**src/hdl/lcc_pkg.sv**
```systemverilog
// ----------------------------------------------------------------------------
// Lamp column centroid package
// Shared constants, register indexes and types for the centroid block.
// ----------------------------------------------------------------------------
package lcc_pkg;

	// Frame geometry.
	localparam int IMG_WIDTH     = 80;
	localparam int MAX_ROWS      = 64;
	localparam int BYTES_PER_ROW = (IMG_WIDTH + 7) / 8;
	localparam int LANES         = 8;
	localparam int BYTE_W        = $clog2(BYTES_PER_ROW);

	// Field widths.
	localparam int ROW_W   = 6;
	localparam int WCOL_W  = 7;
	localparam int COL_W   = WCOL_W + 1;
	localparam int TOT_W   = 13;
	localparam int CNT_W   = 7;
	localparam int IDX_W   = 3;
	localparam int DSTEP_W = $clog2(TOT_W);

	localparam logic [TOT_W-1:0] TOTAL_MAX = '1;
	localparam logic [CNT_W-1:0] ROWS_MAX  = '1;

	// Configuration register indexes.
	localparam logic [IDX_W-1:0] REG_FIRST_ROW   = 3'd0;
	localparam logic [IDX_W-1:0] REG_LAST_ROW    = 3'd1;
	localparam logic [IDX_W-1:0] REG_SPLIT_ROW   = 3'd2;
	localparam logic [IDX_W-1:0] REG_UPPER_LEFT  = 3'd3;
	localparam logic [IDX_W-1:0] REG_UPPER_RIGHT = 3'd4;
	localparam logic [IDX_W-1:0] REG_LOWER_LEFT  = 3'd5;
	localparam logic [IDX_W-1:0] REG_LOWER_RIGHT = 3'd6;

	// Reset values of the registers.
	localparam logic [ROW_W-1:0]  RST_FIRST_ROW   = 6'd3;
	localparam logic [ROW_W-1:0]  RST_LAST_ROW    = 6'd40;
	localparam logic [ROW_W-1:0]  RST_SPLIT_ROW   = 6'd15;
	localparam logic [WCOL_W-1:0] RST_UPPER_LEFT  = 7'd20;
	localparam logic [WCOL_W-1:0] RST_UPPER_RIGHT = 7'd60;
	localparam logic [WCOL_W-1:0] RST_LOWER_LEFT  = 7'd10;
	localparam logic [WCOL_W-1:0] RST_LOWER_RIGHT = 7'd70;

	// What one lane found in its pixel.
	typedef struct packed {
		logic first_hit;
		logic last_hit;
	} lane_hit_t;

	// Summary of a closed row, handed to the accumulator.
	typedef struct packed {
		logic              examined;
		logic              first_seen;
		logic              last_seen;
		logic [WCOL_W-1:0] first_col;
		logic [WCOL_W-1:0] last_col;
		logic [WCOL_W-1:0] win_start;
		logic [WCOL_W-1:0] win_end;
	} row_sum_t;

	// Request from the accumulator to the divider.
	typedef struct packed {
		logic             start;
		logic [TOT_W-1:0] total;
		logic [CNT_W-1:0] rows;
	} div_req_t;

	typedef enum logic [1:0] {
		DIV_IDLE,
		DIV_RUN,
		DIV_DONE
	} div_state_t;

endpackage

```
**src/hdl/lcc_lane.sv**
```systemverilog
// ----------------------------------------------------------------------------
// Lamp column centroid pixel lane
// Tests one pixel of a beat against the left and right search ranges.
// ----------------------------------------------------------------------------
module lcc_lane (
	input  logic [lcc_pkg::COL_W-1:0]  col,
	input  logic                       pixel,
	input  logic [lcc_pkg::WCOL_W-1:0] win_start,
	input  logic [lcc_pkg::WCOL_W-1:0] win_end,
	output lcc_pkg::lane_hit_t         hit
);
	import lcc_pkg::*;

	logic [COL_W-1:0] s_ext;
	logic [COL_W-1:0] e_ext;
	logic             lit;

	// A pixel only counts inside the row and when it is set.
	assign s_ext = {1'b0, win_start};
	assign e_ext = {1'b0, win_end};
	assign lit   = pixel && (32'(col) < IMG_WIDTH);

	// Left search covers start..end+1, right search covers start-1..end.
	assign hit.first_hit = lit && (col >= s_ext) && ({1'b0, col} <= {1'b0, e_ext} + 9'd1);
	assign hit.last_hit  = lit && ({1'b0, col} + 9'd1 >= {1'b0, s_ext}) && (col <= e_ext);

endmodule

```
**src/hdl/lcc_row_acc.sv**
```systemverilog
// ----------------------------------------------------------------------------
// Lamp column centroid row accumulator
// Turns a closed row into its midpoint and keeps the saturating totals.
// ----------------------------------------------------------------------------
module lcc_row_acc (
	input  logic              clk,
	input  logic              arst_n,
	input  logic              row_vld,
	input  logic              frame_end,
	input  lcc_pkg::row_sum_t row_sum,
	output lcc_pkg::div_req_t div_req
);
	import lcc_pkg::*;

	logic [TOT_W-1:0] total_q;
	logic [CNT_W-1:0] rows_q;
	logic [COL_W-1:0] left_bnd;
	logic [COL_W-1:0] right_bnd;
	logic [COL_W:0]   bnd_sum;
	logic [COL_W-1:0] mid;
	logic [TOT_W:0]   tot_sum;
	logic             counts;
	logic [TOT_W-1:0] total_n;
	logic [CNT_W-1:0] rows_n;

	// Bounds of the row, with the left bound held at zero near the edge.
	always_comb begin
		if (row_sum.first_col == row_sum.win_start) begin
			left_bnd = {1'b0, row_sum.win_start};
		end else if (row_sum.first_col >= 7'd2) begin
			left_bnd = {1'b0, row_sum.first_col - 7'd2};
		end else begin
			left_bnd = '0;
		end
		if (row_sum.last_col == row_sum.win_end) begin
			right_bnd = {1'b0, row_sum.win_end};
		end else begin
			right_bnd = {1'b0, row_sum.last_col} + 8'd2;
		end
		bnd_sum = {1'b0, left_bnd} + {1'b0, right_bnd};
		mid     = bnd_sum[COL_W:1];
	end

	// Saturating update of the totals for a row with both bounds.
	always_comb begin
		counts  = row_vld && row_sum.examined && row_sum.first_seen && row_sum.last_seen
			&& (row_sum.win_start <= row_sum.win_end);
		tot_sum = {1'b0, total_q} + {{(TOT_W+1-COL_W){1'b0}}, mid};
		total_n = total_q;
		rows_n  = rows_q;
		if (counts) begin
			total_n = (tot_sum > {1'b0, TOTAL_MAX}) ? TOTAL_MAX : tot_sum[TOT_W-1:0];
			rows_n  = (rows_q == ROWS_MAX) ? rows_q : rows_q + 7'd1;
		end
	end

	// The frame end hands the final totals to the divider and clears them.
	always_ff @(posedge clk or negedge arst_n) begin
		if (!arst_n) begin
			total_q <= '0;
			rows_q  <= '0;
		end else if (row_vld && frame_end) begin
			total_q <= '0;
			rows_q  <= '0;
		end else begin
			total_q <= total_n;
			rows_q  <= rows_n;
		end
	end

	assign div_req.start = row_vld && frame_end;
	assign div_req.total = total_n;
	assign div_req.rows  = rows_n;

endmodule

```
**src/hdl/lcc_divider.sv**
```systemverilog
// ----------------------------------------------------------------------------
// Lamp column centroid divider
// Restoring divider, one quotient bit per cycle, holds its result until taken.
// ----------------------------------------------------------------------------
module lcc_divider (
	input  logic                      clk,
	input  logic                      arst_n,
	input  lcc_pkg::div_req_t         div_req,
	input  logic                      res_ready,
	output logic                      res_valid,
	output logic [lcc_pkg::CNT_W-1:0] quotient,
	output logic [lcc_pkg::CNT_W-1:0] rows
);
	import lcc_pkg::*;

	div_state_t         state_q;
	div_state_t         state_n;
	logic [DSTEP_W-1:0] step_q;
	logic [TOT_W-1:0]   quo_q;
	logic [CNT_W-1:0]   rem_q;
	logic [CNT_W-1:0]   dvs_q;
	logic [CNT_W:0]     trial;
	logic               fits;
	logic               last_step;

	// One trial subtraction per cycle.
	assign trial     = {rem_q, quo_q[TOT_W-1]};
	assign fits      = trial >= {1'b0, dvs_q};
	assign last_step = (32'(step_q) == TOT_W - 1);

	// Next state.
	always_comb begin
		state_n = state_q;
		case (state_q)
			DIV_IDLE: begin
				if (div_req.start) state_n = DIV_RUN;
			end
			DIV_RUN: begin
				if (last_step) state_n = DIV_DONE;
			end
			DIV_DONE: begin
				if (res_ready) state_n = DIV_IDLE;
			end
			default: state_n = DIV_IDLE;
		endcase
	end

	// Outputs; a zero row count gives zero.
	always_comb begin
		res_valid = (state_q == DIV_DONE);
		quotient  = (dvs_q == '0) ? '0 : quo_q[CNT_W-1:0];
		rows      = dvs_q;
	end

	always_ff @(posedge clk or negedge arst_n) begin
		if (!arst_n) begin
			state_q <= DIV_IDLE;
			step_q  <= '0;
		end else begin
			state_q <= state_n;
			if (state_q == DIV_RUN) begin
				step_q <= step_q + 1'b1;
			end else begin
				step_q <= '0;
			end
		end
	end

	// Dividend shifts out on top while quotient bits shift in below.
	always_ff @(posedge clk) begin
		if (state_q == DIV_IDLE && div_req.start) begin
			quo_q <= div_req.total;
			rem_q <= '0;
			dvs_q <= div_req.rows;
		end else if (state_q == DIV_RUN) begin
			quo_q <= {quo_q[TOT_W-2:0], fits};
			rem_q <= fits ? CNT_W'(trial - {1'b0, dvs_q}) : trial[CNT_W-1:0];
		end
	end

endmodule

```
**src/hdl/lamp_column_centroid.sv**
```systemverilog
// ----------------------------------------------------------------------------
// Lamp column centroid
// Finds lamp bounds per row of a packed binary frame and averages midpoints.
// ----------------------------------------------------------------------------
// Pixel beats are taken one per clock during a frame: eight lanes test the
// eight pixels of a beat at once and a merge picks the leftmost and rightmost
// hits. After the beat that ends the frame, input is held off while the frame
// passes the row stage, the accumulator, the 13 steps of the bit-serial
// divider and the result handover, plus any time the result register still
// waits on the downstream side. Each frame yields one output beat with the
// centre column in bits 6:0 and the row count in 13:7.
module lamp_column_centroid (
	input  logic                      clk,
	input  logic                      arst_n,
	// Configuration write port.
	input  logic                      wr_en,
	input  logic [lcc_pkg::IDX_W-1:0] wr_index,
	input  logic [lcc_pkg::WCOL_W-1:0] wr_data,
	// Pixel stream.
	input  logic                      s_tvalid,
	output logic                      s_tready,
	input  logic [7:0]                s_tdata,   // pixel_byte [7:0]
	input  logic                      s_tlast,   // last_of_frame
	// Result stream.
	output logic                      m_tvalid,
	input  logic                      m_tready,
	output logic [15:0]               m_tdata    // centre_column [6:0], rows_counted [13:7]
);
	import lcc_pkg::*;

	// Configuration registers.
	logic [ROW_W-1:0]  first_row_q;
	logic [ROW_W-1:0]  last_row_q;
	logic [ROW_W-1:0]  split_row_q;
	logic [WCOL_W-1:0] upper_left_q;
	logic [WCOL_W-1:0] upper_right_q;
	logic [WCOL_W-1:0] lower_left_q;
	logic [WCOL_W-1:0] lower_right_q;

	// Row tracking.
	logic [ROW_W-1:0]  row_idx_q;
	logic [BYTE_W-1:0] byte_idx_q;
	logic              first_seen_q;
	logic              last_seen_q;
	logic [WCOL_W-1:0] first_col_q;
	logic [WCOL_W-1:0] last_col_q;
	logic              busy_q;

	// Row stage.
	logic              row_vld_s1;
	logic              frame_end_s1;
	row_sum_t          row_s1;

	// Output register.
	logic              out_valid_q;
	logic [15:0]       out_data_q;

	logic              accept;
	logic              row_close;
	logic [WCOL_W-1:0] win_start;
	logic [WCOL_W-1:0] win_end;
	logic              examined;
	logic [COL_W-1:0]  lane_col [LANES];
	lane_hit_t         lane_hit [LANES];
	logic              first_seen_n;
	logic              last_seen_n;
	logic [WCOL_W-1:0] first_col_n;
	logic [WCOL_W-1:0] last_col_n;
	div_req_t          div_req;
	logic              res_ready;
	logic              res_valid;
	logic [CNT_W-1:0]  res_quo;
	logic [CNT_W-1:0]  res_rows;

	assign accept    = s_tvalid && s_tready;
	assign s_tready  = !busy_q;
	assign row_close = (32'(byte_idx_q) == BYTES_PER_ROW - 1) || s_tlast;

	// Configuration writes; unknown indexes are ignored.
	always_ff @(posedge clk or negedge arst_n) begin
		if (!arst_n) begin
			first_row_q   <= RST_FIRST_ROW;
			last_row_q    <= RST_LAST_ROW;
			split_row_q   <= RST_SPLIT_ROW;
			upper_left_q  <= RST_UPPER_LEFT;
			upper_right_q <= RST_UPPER_RIGHT;
			lower_left_q  <= RST_LOWER_LEFT;
			lower_right_q <= RST_LOWER_RIGHT;
		end else if (wr_en) begin
			case (wr_index)
				REG_FIRST_ROW:   first_row_q   <= wr_data[ROW_W-1:0];
				REG_LAST_ROW:    last_row_q    <= wr_data[ROW_W-1:0];
				REG_SPLIT_ROW:   split_row_q   <= wr_data[ROW_W-1:0];
				REG_UPPER_LEFT:  upper_left_q  <= wr_data;
				REG_UPPER_RIGHT: upper_right_q <= wr_data;
				REG_LOWER_LEFT:  lower_left_q  <= wr_data;
				REG_LOWER_RIGHT: lower_right_q <= wr_data;
				default: ;
			endcase
		end
	end

	// Window and scan range of the current row.
	always_comb begin
		if (row_idx_q < split_row_q) begin
			win_start = upper_left_q;
			win_end   = upper_right_q;
		end else begin
			win_start = lower_left_q;
			win_end   = lower_right_q;
		end
		examined = (row_idx_q >= first_row_q) && (row_idx_q <= last_row_q)
			&& (32'(row_idx_q) < MAX_ROWS);
	end

	// One lane per pixel of the beat, most significant bit leftmost.
	for (genvar b = 0; b < LANES; b++) begin : g_lane
		assign lane_col[b] = COL_W'({byte_idx_q, 3'(b)});
		lcc_lane u_lane (
			.col       (lane_col[b]),
			.pixel     (s_tdata[LANES-1-b]),
			.win_start (win_start),
			.win_end   (win_end),
			.hit       (lane_hit[b])
		);
	end

	// Merge: the leftmost hit sets the first lamp once per row, the
	// rightmost hit always moves the last lamp.
	always_comb begin
		first_seen_n = first_seen_q;
		first_col_n  = first_col_q;
		last_seen_n  = last_seen_q;
		last_col_n   = last_col_q;
		for (int b = LANES - 1; b >= 0; b--) begin
			if (!first_seen_q && lane_hit[b].first_hit) begin
				first_seen_n = 1'b1;
				first_col_n  = lane_col[b][WCOL_W-1:0];
			end
		end
		for (int b = 0; b < LANES; b++) begin
			if (lane_hit[b].last_hit) begin
				last_seen_n = 1'b1;
				last_col_n  = lane_col[b][WCOL_W-1:0];
			end
		end
	end

	// Row position and candidates; a closed row restarts them.
	always_ff @(posedge clk or negedge arst_n) begin
		if (!arst_n) begin
			row_idx_q    <= '0;
			byte_idx_q   <= '0;
			first_seen_q <= 1'b0;
			last_seen_q  <= 1'b0;
			first_col_q  <= '0;
			last_col_q   <= '0;
		end else if (accept) begin
			if (row_close) begin
				byte_idx_q   <= '0;
				row_idx_q    <= s_tlast ? '0 : row_idx_q + 1'b1;
				first_seen_q <= 1'b0;
				last_seen_q  <= 1'b0;
				first_col_q  <= '0;
				last_col_q   <= '0;
			end else begin
				byte_idx_q   <= byte_idx_q + 1'b1;
				first_seen_q <= first_seen_n;
				last_seen_q  <= last_seen_n;
				first_col_q  <= first_col_n;
				last_col_q   <= last_col_n;
			end
		end
	end

	// Row stage: the summary of a row as it closes.
	always_ff @(posedge clk or negedge arst_n) begin
		if (!arst_n) begin
			row_vld_s1   <= 1'b0;
			frame_end_s1 <= 1'b0;
		end else begin
			row_vld_s1   <= accept && row_close;
			frame_end_s1 <= accept && s_tlast;
		end
	end

	always_ff @(posedge clk) begin
		if (accept && row_close) begin
			row_s1.examined   <= examined;
			row_s1.first_seen <= first_seen_n;
			row_s1.last_seen  <= last_seen_n;
			row_s1.first_col  <= first_col_n;
			row_s1.last_col   <= last_col_n;
			row_s1.win_start  <= win_start;
			row_s1.win_end    <= win_end;
		end
	end

	lcc_row_acc u_row_acc (
		.clk       (clk),
		.arst_n    (arst_n),
		.row_vld   (row_vld_s1),
		.frame_end (frame_end_s1),
		.row_sum   (row_s1),
		.div_req   (div_req)
	);

	assign res_ready = !out_valid_q || m_tready;

	lcc_divider u_divider (
		.clk       (clk),
		.arst_n    (arst_n),
		.div_req   (div_req),
		.res_ready (res_ready),
		.res_valid (res_valid),
		.quotient  (res_quo),
		.rows      (res_rows)
	);

	// Input is held off from the frame end until its result is handed over.
	always_ff @(posedge clk or negedge arst_n) begin
		if (!arst_n) begin
			busy_q <= 1'b0;
		end else if (accept && s_tlast) begin
			busy_q <= 1'b1;
		end else if (res_valid && res_ready) begin
			busy_q <= 1'b0;
		end
	end

	// Output register.
	always_ff @(posedge clk or negedge arst_n) begin
		if (!arst_n) begin
			out_valid_q <= 1'b0;
		end else if (res_ready) begin
			out_valid_q <= res_valid;
		end
	end

	always_ff @(posedge clk) begin
		if (res_valid && res_ready) begin
			out_data_q <= {2'b00, res_rows, res_quo};
		end
	end

	assign m_tvalid = out_valid_q;
	assign m_tdata  = out_data_q;

endmodule

```
**config.mk**
```make
export PLATFORM = sky130hd
export DESIGN_NAME = lamp_column_centroid
export DESIGN_NICKNAME = d
export VERILOG_FILES = /design/src/hdl/lcc_pkg.sv /design/src/hdl/lcc_lane.sv /design/src/hdl/lcc_row_acc.sv /design/src/hdl/lcc_divider.sv /design/src/hdl/lamp_column_centroid.sv
export SDC_FILE = /design/constraint.sdc
export NUM_CORES = 1
export LEC_CHECK = 0
export ABC_AREA = 1
export BUFFER_PORTS_ARGS = -buffer_cell sky130_fd_sc_hd__buf_2
export CAP_MARGIN = 30
export CORE_AREA = 2 2 136 138
export DETAILED_ROUTE_END_ITERATION = 6
export DIE_AREA = 0 0 138 140
export GPL_TIMING_DRIVEN = 0
export PLACE_DENSITY = 0.77
export SYNTH_ARGS = -nofsm -noshare
export SYNTH_HDL_FRONTEND = slang
export SYNTH_SLANG_ARGS = --single-unit
```
**constraint.sdc**
```tcl
create_clock -name clk -period 5.45 [get_ports clk]
set_input_delay 0.2725 -clock clk [delete_from_list [all_inputs] [get_ports clk]]
set_output_delay 0.2725 -clock clk [all_outputs]
set_load 0.03 [all_outputs]
```
# Word-level counts from Yosys, hierarchy flattened
# Cells that the tools add are included.
dict set report word_totals {
  regBits 174
  in_bits 24
  out_inout_bits 18
  elab_cells 251
}
dict set report classes {
  add_sub_neg 18
  n_lt_le_gt_ge 47
  n_eq_ne 16
  n_mux 59
  n_reduce_logical 78
}
# cell count
set ops {}
lappend ops {{$mux W7} 26}
lappend ops {{$add A7 B1 Y8 const B} 9}
lappend ops {{$ge A9 B7 Y1} 8}
lappend ops {{$le A7 B9 Y1} 8}
lappend ops {{$mux W13} 5}
lappend ops {{$le A7 B7 Y1} 9}
lappend ops {{$logic_and A1 B1 Y1} 59}
lappend ops {{$ge A7 B7 Y1} 8}
lappend ops {{$lt A7 B7 Y1 const B} 8}
lappend ops {{$mux W1} 20}
lappend ops {{$reduce_and A2 Y1} 8}
lappend ops {{$add A13 B8 Y14} 1}
lappend ops {{$eq A7 B7 Y1} 2}
lappend ops {{$gt A14 B13 Y1 const B} 1}
lappend ops {{$add A7 B8 Y9} 1}
lappend ops {{$eq A3 B3 Y1 const B} 3}
lappend ops {{$add A4 B1 Y4 const B} 2}
lappend ops {{$add A7 B2 Y8 const B} 1}
lappend ops {{$eq A4 B4 Y1 const B} 2}
lappend ops {{$ge A8 B7 Y1} 1}
lappend ops {{$mux W4} 2}
lappend ops {{$mux W8} 1}
lappend ops {{$add A7 B1 Y7 const B} 1}
lappend ops {{$eq A7 B7 Y1 const B} 1}
lappend ops {{other kinds (23)} 31}

# Depth between registers and ports, before layout
# Gate-level depths: netlist of the first run.
dict set report depth {
  ltp_word 15
  ltp_mapped 30
  ltp_nobuf 30
}

# Cells and area by module
# A second synthesis of the first run with hierarchy kept.
dict set report hier_totals {
  hier_cells 2286
  hier_area_um2 17339.1
}
# module n_inst cells_per_inst area_per_inst_um2 seq_area_each_um2
set by_module_without_submodules {}
lappend by_module_without_submodules {{lcc_lane (g_lane[1].u_lane ...)} 6 138 934.6 0.0}
lappend by_module_without_submodules {lamp_column_centroid 1 543 5358.9 3276.9}
lappend by_module_without_submodules {lcc_row_acc 1 408 2683.8 500.5}
lappend by_module_without_submodules {lcc_divider 1 219 1833.0 890.9}
lappend by_module_without_submodules {{lcc_lane (g_lane[6].u_lane)} 1 145 934.6 0.0}
lappend by_module_without_submodules {{lcc_lane (g_lane[0].u_lane)} 1 143 920.9 0.0}

# Least setup slack after synthesis of the first run
# No wires, ideal clock.
dict set report synth_path {
  kind {flip-flop to flip-flop}
  startpoint {reg row_s1[17] (netlist name)}
  endpoint {reg u_divider.quo_q[8], data pin}
  setup_ps 267
  arrival_time_ps 3829
  required_time_ps 5183
  slack_ps 1354
  stages_incl_launch_ff 27
  n_path_buf 1
  synth_period_minus_slack_ps 4096
  path_cell_list {edfxtp_1 xnor2_1 nand4_1 nor2_1 clkbuf_1 inv_1 nand2_1 o21ai_0 ha_1 nand2_1 o21ai_0 a21oi_1 o21bai_1 xor2_1 ha_1 a21oi_1 nand2_1 a21oi_1 o21bai_1 nand2_1 inv_1 o21ai_0 nor3_1 nand2_1 o21ai_0 a21oi_1 o21ai_0}
}
dict set report synth_via {
  elab_chain_len 8
  word_cells_on_any_way 9
  classes_between {add/sub (3); order compare (1); eq/ne (1); mux (4)}
}
# item line_no
set synth_rtl {}
lappend synth_rtl {{start, declared} lamp_column_centroid.sv:52} ;# row_sum_t row_s1;
lappend synth_rtl {{$add A7 B2 Y8 / $eq A7 B7 Y1 (equally long branches)} {lcc_row_acc.sv:38, lcc_row_acc.sv:35}}
lappend synth_rtl {{$mux W8 *} lcc_row_acc.sv:35} ;# if (row_sum.last_col == row_sum.win_end) begin
lappend synth_rtl {{$add A7 B8 Y9 *} lcc_row_acc.sv:40} ;# bnd_sum = {1'b0, left_bnd} + {1'b0, right_bnd};
lappend synth_rtl {{$add A13 B8 Y14 *} lcc_row_acc.sv:48} ;# tot_sum = {1'b0, total_q} + {{(TOT_W+1-COL_W){1'b0}}, mid};
lappend synth_rtl {{$gt A14 B13 Y1} lcc_row_acc.sv:52} ;# total_n = (tot_sum > {1'b0, TOTAL_MAX}) ? TOTAL_MAX : tot_sum[TOT_W-1:0];
lappend synth_rtl {{$mux W13 *} lcc_row_acc.sv:52}
lappend synth_rtl {{$mux W13 *} lcc_row_acc.sv:51} ;# if (counts) begin
lappend synth_rtl {{$mux W13 *} lcc_divider.sv:71} ;# if (state_q == DIV_IDLE && div_req.start) begin
lappend synth_rtl {{end signal, assigned} lcc_divider.sv:72} ;# quo_q <= div_req.total;
lappend synth_rtl {{end signal, assigned} lcc_divider.sv:76} ;# quo_q <= {quo_q[TOT_W-2:0], fits};
lappend synth_rtl {{end, declared} lcc_divider.sv:19} ;# logic [TOT_W-1:0] quo_q;
# Every way passes the cells marked *; elsewhere a longest branch is shown, timed or not.
# A chain may end at the register's enable or synchronous reset.

# Worst setup path after layout of the first run
dict set report layout_path {
  startpoint {reg row_s1[22] (netlist name)}
  endpoint {reg u_divider.quo_q[7], data pin}
}
dict set report layout_via {
  elab_chain_len 9
  word_cells_on_any_way 11
  classes_between {add/sub (3); order compare (2); eq/ne (1); mux (5)}
}
# item line_no
set layout_rtl {}
lappend layout_rtl {{$sub A7 B2 Y7 / $ge A7 B2 Y1 (equally long branches)} {lcc_row_acc.sv:31, lcc_row_acc.sv:30}}
lappend layout_rtl {{$mux W7} lcc_row_acc.sv:30} ;# end else if (row_sum.first_col >= 7'd2) begin
lappend layout_rtl {{$mux W7 *} lcc_row_acc.sv:28} ;# if (row_sum.first_col == row_sum.win_start) begin
lappend layout_rtl {{$add A7 B8 Y9 *} lcc_row_acc.sv:40}
lappend layout_rtl {{$add A13 B8 Y14 *} lcc_row_acc.sv:48}
lappend layout_rtl {{$gt A14 B13 Y1} lcc_row_acc.sv:52}
lappend layout_rtl {{$mux W13 *} lcc_row_acc.sv:52}
lappend layout_rtl {{$mux W13 *} lcc_row_acc.sv:51}
lappend layout_rtl {{$mux W13 *} lcc_divider.sv:71}
# Marks and branches as above.

==> PnR_summary.wiki, run 1 <==
{| class="wikitable"
! Metric !! Value
|-
| Clock slew at the register clock pins of the worst setup and hold paths || 70 ps
|-
| Die H || 140 µm
|-
| Via-to-Cell Ratio || 5.473
|-
| Number of global-route vias before repair || 8319
|-
| Endpoint arrival time on the critical path || 5000 ps
|-
| Diodes inserted || 0
|-
| Skew final || 10.61 ps
|-
| Total leakage power || 0.005639 µW
|-
| Clock buffers created by TritonCTS || 17
|-
| Category of the worst setup path launch point || flip-flop
|-
| Weighted congestion at the end of routability-driven global placement || 0.9341
|-
| Fraction of layout instances using a drive strength above 1 || 10.94%
|-
| Worst min-delay path category || in -> reg
|-
| Effective utilization at floorplan || 59.23%
|-
| Critical path class || reg -> reg
|-
| Post-Route WL || 23.27 mm
|-
| CTS H-Tree Depth || 4
|-
| Buffer cell driving the clock tree root || clkbuf_16
|-
| Cell with the largest stage delay on the worst path || edfxtp_1
|-
| Top fanout value on the critical path || 7
|-
| Status || complete, no violations
|-
| Highest achievable clock rate || 206.5 MHz
|-
| First-pass DRT Iterations || 5
|-
| Hold violation total from the final report || 0
|-
| Number of buffers on the longest clock path || 2
|-
| Number of distinct standard cells referenced by the synthesized netlist || 50
|-
| Met3 capacity usage during global routing || 3.658%
|-
| Slew HR || 31.71%
|-
| Area overhead of the layout relative to synthesis || 10.67%
|-
| I/O pin cnt || 42
|-
| Final-report max-slew violation count || 0
|-
| Number of max-cap violations || 0
|-
| Total of flip-flops plus latches after synthesis || 174
|-
| DRC violation count after routing || 0
|-
| Final count of negative-setup-slack endpoints || 0
|-
| RSZ-0062 raised after global routing || false
|-
| Sort of element at the end of the critical path || flip-flop
|-
| Net count reported at finish || 1426
|-
| Required time of the critical path || 5610 ps
|-
| Met2 global-route usage || 41.74%
|-
| Count of vias placed by the detailed router || 8554
|-
| Cell family with the largest share of critical-path delay || compound AO/OA/AOI/OAI gates
|-
| Pin count of the biggest net entering global routing || 53
|-
| Latest clock arrival within the worst-skew pair || 430 ps
|-
| Row cnt || 49
|-
| Number of warnings printed during yosys synthesis || 0
|-
| Worst voltage drop across the vdd grid || 0.3392 mV
|-
| Buffer and inverter count on the worst path || 3
|-
| Gr ovfl total || 0
|-
| Drt wl/cell || 14.89 µm
|-
| Initial antenna violation count || 0
|-
| Number of buffers added on ports || 39
|-
| Width of the chip || 138 µm
|-
| Met1 routing resource usage after global routing || 32.97%
|-
| Post-CTS Setup Repair Bufs || 0
|-
| Die Footprint || 0.01932 mm²
|-
| Netlist Area Pre-Place || 0.01053 mm²
|-
| Placeable core region || 0.01778 mm²
|-
| Synth Instances || 1259
|-
| Fin crit period || 4843 ps
|-
| Portion of the clock cycle consumed by the worst path in the final layout || 88.85%
|-
| Global routing's busiest layer || met2
|-
| Power density over the cells || 597.6 mW/mm²
|-
| Global router's overall resource usage || 24.77%
|-
| Detailed Place HPWL || 17.29 mm
|-
| CP peak stage delay || 450 ps
|-
| Sum Neg Setup Slack || 0 ps
|-
| Post-synthesis average cell area || 8.365 µm²
|-
| Placed cells || 1530
|-
| Clock tree from TritonCTS || yes
|-
| Actual slew at the worst max-slew pin || 1015 ps
|-
| First DRT Iteration DRCs || 709
|-
| Sequential area share after synthesis || 44.33%
|-
| Count of non-filler cells in the finished layout || 1563
|-
| Antenna-violating nets left || 0
|-
| Global-route wire length before repair || 38.94 mm
|-
| Clock sinks || 174
|}
==> what timing repair did <==
action,4_1_cts,5_1_grt
setup endpoints to repair,0,4
hold buffers,1,0
endpoints found under the hold margin,34,0
gates resized for setup,0,3
==> cells by family (layout without fill, tap and decap cells) <==
| logic type | Yosys count | after routing | share of synthesized area [%] |
|---|---|---|---|
| buffers and inverters | 216 | 290 | 7.960 |
| AND/OR/NAND/NOR | 525 | 525 | 22.42 |
| XOR/XNOR | 44 | 44 | 3.659 |
| adder cells (fa/ha/maj) | 81 | 81 | 9.837 |
| flip-flops | 174 | 174 | 44.33 |
| AO/OA/AOI/OAI | 217 | 217 | 11.67 |
| multiplexers | 1 | 1 | 0.09505 |
| other | 1 | 2 | 0.03561 |
==> placed cells by master (no fill, tap or decap), drive strengths merged, types with 9 or more instances in the layout <==
| cell | instances |
|---|---|
| a21oi | 53 |
| and2 | 9 |
| buf | 47 |
| clkbuf | 34 |
| dfrtp | 83 |
| dfstp | 19 |
| edfxtp | 65 |
| ha | 78 |
| inv | 198 |
| nand2 | 273 |
| nand3 | 88 |
| nand3b | 9 |
| nand4 | 18 |
| nor2 | 102 |
| nor3 | 19 |
| o21ai | 129 |
| xnor2 | 17 |
| xor2 | 27 |
==> path summary, 6_finish.rpt <==
kind                                         from              endpoint  slack (ps)  cells after the start
worst min-delay path                     m_tready              m_tvalid          40                      2
worst min register to register  u_divider.rows[2]            m_tdata[9]         450                      0
min in group asynchronous                  arst_n  u_divider.state_q[0]         440                      2
max in group asynchronous                  arst_n       upper_left_q[4]        4250                      3
worst max register to register         row_s1[22]    u_divider.quo_q[7]         610                     26
worst max-delay path                   row_s1[22]    u_divider.quo_q[7]         610                     26
==> registers in the layout, summed over array words and instances (netlist names), 7 cells and up <==
name / count
u_divider.rows: 7
u_row_acc.total_q: 13
first_col_q: 7
m_tdata: 14
u_row_acc.rows_q: 7
last_col_q: 7
lower_right_q: 7
u_divider.rem_q: 7
row_s1: 31
lower_left_q: 7
upper_left_q: 7
upper_right_q: 7
u_divider.quo_q: 13
==> through the flow <==
stage          hold WS (ps)  utilization, %  area (µm²)  worst slack, ps  power, µW
2_1_floorplan        -23.09               -       10540             1354       4878
4_1_cts               31.48           65.54       11650            468.0       6943
3_5_place_dp          361.3           62.22       11060            502.2       5725
5_1_grt               44.47           65.55       11650            81.74       7580
3_3_place_gp          433.0           61.96       11020            697.8       5609
6_report              44.84           65.55       11650            607.5       6965
==> final cells by class <==
| cell class | instances | area [µm²] |
|---|---|---|
| Fill cell | 1466 | 6125 |
| Multi-Input combinational cell | 870 | 5037 |
| Sequential cell | 174 | 4668 |
| Inverter | 193 | 724.4 |
| Clock buffer | 17 | 425.4 |
| Tap cell | 229 | 286.5 |
| Timing Repair Buffer | 42 | 242.7 |
| Clock inverter | 15 | 155.1 |
| Buffer | 23 | 115.1 |
==> synth_stat cells, drive strengths merged <==
| library cell | n | share of area (%) |
|---|---|---|
| a2111oi | 1 | 0.083 |
| nor2 | 102 | 4.1 |
| and3 | 3 | 0.18 |
| nand2 | 273 | 10 |
| nand3 | 88 | 4.3 |
| o2111ai | 2 | 0.17 |
| a21oi | 53 | 3.0 |
| nor3 | 19 | 0.90 |
| edfxtp | 65 | 19 |
| clkbuf | 17 | 0.61 |
| fa | 3 | 0.57 |
| ha | 78 | 9.3 |
| o211ai | 4 | 0.29 |
| a31oi | 6 | 0.36 |
| o21ai | 129 | 6.2 |
| conb | 1 | 0.036 |
| mux2i | 1 | 0.095 |
| xor2 | 27 | 2.2 |
| o21a | 5 | 0.36 |
| dfrtp | 83 | 20 |
| o21bai | 6 | 0.46 |
| buf | 6 | 0.48 |
| nor3b | 2 | 0.14 |
| nor4 | 2 | 0.12 |
| inv | 190 | 6.8 |
| nand3b | 9 | 0.64 |
| and2 | 9 | 0.53 |
| a22o | 1 | 0.083 |
| xnor2 | 17 | 1.4 |
| dfxtp | 7 | 1.3 |
| o22ai | 6 | 0.36 |
| dfstp | 19 | 4.7 |
| a21o | 1 | 0.071 |
| a211oi | 1 | 0.071 |
| nand4 | 18 | 1.1 |
| clkinv | 3 | 0.11 |
| a21boi | 1 | 0.071 |
| o221ai | 1 | 0.083 |
==> power breakdown <==
part           internal, µW  switching, µW
clock                   646            558
sequential             1780            201
combinational          1370           2410
==> metal layers <==
layer	vias up	routed length, µm
li1	4285	-
met1	4007	10590
met2	224	11160
met3	38	1067
met4	0	444
met5	-	0
No activity file was read; power rests on OpenSTA's default activity.
==> run 2, diff against run 1 <==
Settings changed: CORE_AREA 2 2 136 138 to 2 2 173 175, DIE_AREA 0 0 138 140 to 0 0 175 177, SYNTH_HIERARCHICAL set to 1.
==> run 2 against run 1 <==
Final cell count is 86% higher. Setup slack worse by 110 ps. Worst hold slack better by 12 ps. Critical endpoint is now row_s1[27]. Highest routed layer unchanged.
==> PnR_summary.wiki, run 2 <==
{| class="wikitable"
! Metric !! Value
|-
| Status || complete, no violations
|-
| Cell with the most instances after synthesis || nand2_1
|-
| Fin crit period || 4955 ps
|-
| CTS H-Tree Depth || 4
|-
| Asr flop ratio synth || 58.62%
|-
| Effective utilization at floorplan || 59.29%
|-
| Row cnt || 63
|-
| Global-route wire length before repair || 67.48 mm
|-
| Portion of the clock cycle consumed by the worst path in the final layout || 90.92%
|-
| Final setup slack of the worst path || 494.7 ps
|-
| Critical path class || reg -> reg
|-
| Number of global-route vias before repair || 14.89k
|-
| Power density over the cells || 444.3 mW/mm²
|-
| Area leader, netlist || ha_1
|-
| Die Footprint || 0.03098 mm²
|-
| Top fanout value on the critical path || 14
|-
| Worst min-delay path category || in -> reg
|-
| Post-CTS Setup Repair Bufs || 0
|-
| Tot Pwr || 8689 µW
|-
| Post-synthesis average cell area || 7.585 µm²
|-
| Hold violation total from the final report || 0
|-
| Post-synth top cells || 534 x nand2_1, 391 x inv_1, 302 x ha_1, 129 x a21oi_1, 110 x nor2_1
|-
| Count of vias placed by the detailed router || 15.36k
|-
| Clock buffers created by TritonCTS || 17
|-
| Post-synth EDFFs || 65
|-
| Endpoint arrival time on the critical path || 5140 ps
|-
| Number of buffers on the longest clock path || 2
|-
| I/O pin cnt || 42
|-
| Total leakage power || 0.01022 µW
|-
| Core occupancy in the finished layout || 66.87%
|-
| Dominant register cell in the synthesized netlist || dfrtp_1
|-
| Sort of element at the end of the critical path || flip-flop
|-
| Final count of negative-setup-slack endpoints || 0
|-
| Clock tree from TritonCTS || yes
|-
| Gr ovfl total || 0
|-
| Actual slew at the worst max-slew pin || 908.9 ps
|-
| Cell depth of the worst flop-to-flop path || 24
|-
| Area share of the leading cell type in the synthesized netlist || 21.79%
|-
| Clock sinks || 174
|-
| Clock network fraction of total power || 13.9%
|-
| Net count reported at finish || 2837
|-
| Placeable core region || 0.02924 mm²
|-
| Fraction of layout instances using a drive strength above 1 || 11.82%
|-
| Netlist Area Pre-Place || 0.01734 mm²
|-
| Slew HR || 39.40%
|-
| Global router's overall resource usage || 26.44%
|-
| Top cells by area in the synthesized netlist || ha_1 22%, dfrtp_1 12%, nand2_1 12%
|-
| First-pass DRT Iterations || 6
|-
| Register with the most flip-flops || row_s1
|-
| Detailed Place HPWL || 30.61 mm
|-
| First DRT Iteration DRCs || 968
|-
| Place WS || 370.3 ps
|-
| Net switching component of the power || 4225 µW
|-
| Final-report max-slew violation count || 0
|-
| Antenna-violating nets left || 0
|-
| Required time of the critical path || 5640 ps
|-
| Drt wl/cell || 13.61 µm
|-
| Area overhead of the layout relative to synthesis || 12.78%
|-
| Sequential area share after synthesis || 26.92%
|-
| Worst voltage drop across the vdd grid || 0.2851 mV
|-
| Weighted congestion at the end of routability-driven global placement || 0.9111
|-
| Width of the chip || 175 µm
|-
| Clock slew at the register clock pins of the worst setup and hold paths || 80 ps
|-
| Latest clock arrival within the worst-skew pair || 440 ps
|-
| Combinational cell fraction of total power || 63.5%
|-
| Initial antenna violation count || 0
|-
| Internal power consumption || 4464 µW
|-
| Category of the worst setup path launch point || flip-flop
|-
| Placed cells || 2877
|-
| Most common cell after layout, fill and taps aside || nand2_1
|-
| Synth Instances || 2286
|-
| DRC violation count after routing || 0
|-
| Buffer cell driving the clock tree root || clkbuf_16
|-
| Via-to-Cell Ratio || 5.273
|-
| Instance count along the most critical hold path || 2
|-
| Post-Route WL || 39.63 mm
|-
| Number of buffers added on ports || 39
|-
| Top library cells by usage in the layout, fill and taps aside || 534 x nand2_1, 391 x inv_1, 302 x ha_1
|-
| Total of flip-flops plus latches after synthesis || 174
|-
| Flip-flop count of the largest register after layout || 31
|-
| Pin count of the biggest net entering global routing || 62
|-
| Number of warnings printed during yosys synthesis || 6
|-
| Skew final || 13.71 ps
|-
| Count of non-filler cells in the finished layout || 2912
|-
| Register-to-register path setup slack || 490 ps
|-
| Die H || 177 µm
|-
| Highest achievable clock rate || 201.8 MHz
|-
| Number of distinct standard cells referenced by the synthesized netlist || 57
|-
| Number of max-cap violations || 0
|-
| Sequential group share of total power || 22.6%
|-
| Fraction of power spent switching nets || 48.62%
|}
==> run 2: area by class of cell <==
class                           instances  area, µm²
Clock buffer                           18      450.4
Buffer                                 24      136.4
Multi-Input combinational cell       1819      11600
Antenna cell                            1      2.502
Inverter                              413       1550
Sequential cell                       174       4673
Fill cell                            2468       9689
Clock inverter                         14      137.6
Tap cell                              390      488.0
Timing Repair Buffer                   59      520.5
==> run 2: stage by stage <==
step / hold slack (ps) / TNS [ps] / cell area, µm²
3_5_place_dp: 316.5 / 0 / 18920
6_report: 56.43 / 0 / 19560
4_1_cts: 49.92 / 0 / 19520
3_3_place_gp: 456.2 / -37390 / 18560
5_1_grt: 59.74 / -1.676 / 19550
2_1_floorplan: -23.09 / 0 / 17880
==> run 2: cell families after synthesis <==
kind of cell               Yosys count  share of synthesized area (%)
adders and majority gates          305                          22.14
muxes                                1                        0.05773
DFF                                174                          26.92
xor gates and xnor gates           111                          5.607
and+or+nand+nor                    913                          24.00
other                                2                        0.04331
AOI/OAI and AO/OA                  343                          11.50
buffers and inverters              437                          9.727
==> run 2: metal layers <==
| metal | part of all wire (%) | routed length, µm | track usage (%) |
|---|---|---|---|
| met1 | 43 | 17070 | 31.41 |
| met2 | 51 | 20250 | 49.54 |
| met5 | 0 | 0 | 0 |
| met3 | 3.3 | 1314 | 2.878 |
| met4 | 2.5 | 992 | 8.889 |
==> run 2: path summary, 6_finish.rpt <==
kind / endpoint / startpoint
min in group asynchronous: u_divider/state_q[0] / arst_n
worst max-delay path: row_s1[27] / split_row_q[1]
worst max register to register: row_s1[27] / split_row_q[1]
worst min-delay path: row_idx_q[4] / s_tlast
worst min register to register: u_divider/rem_q[4] / u_divider/rem_q[4]
max in group asynchronous: upper_right_q[5] / arst_n
==> run 2: power by group through the flow <==
stage	Clock [µW]	Combinational, µW	Sequential (µW)
after floorplan	0	4030	1970
after global placement	0	4860	2120
after detailed placement	0	5430	1990
after CTS	1220	5480	1960
after global routing	1290	6350	2000
final	1210	5520	1960
==> run 2: what timing repair did <==
item	CTS	global route
hold buffers	1	0
hold endpoints to repair	41	0
endpoints found under the setup margin	0	8
gates resized for setup	0	2
==> run 2: worst max-delay path: stages (launching register included) <==
cell and delay, ps:
dfstp_2 540, inv_1 40, ha_1 270, a21boi_1 120
o21ai_1 140, o211ai_2 230, buf_2 310, o21ai_4 470
buf_16 220, inv_1 100, nor4_2 370, nand2_1 110
xor2_1 170, ha_1 330, nand4_1 130, inv_1 70
a21oi_1 60, a21oi_1 140, nor2_1 90, nand2_2 110
nand2_2 70, nor3_4 160, nand2_4 140, o21ai_2 220
inv_1 60
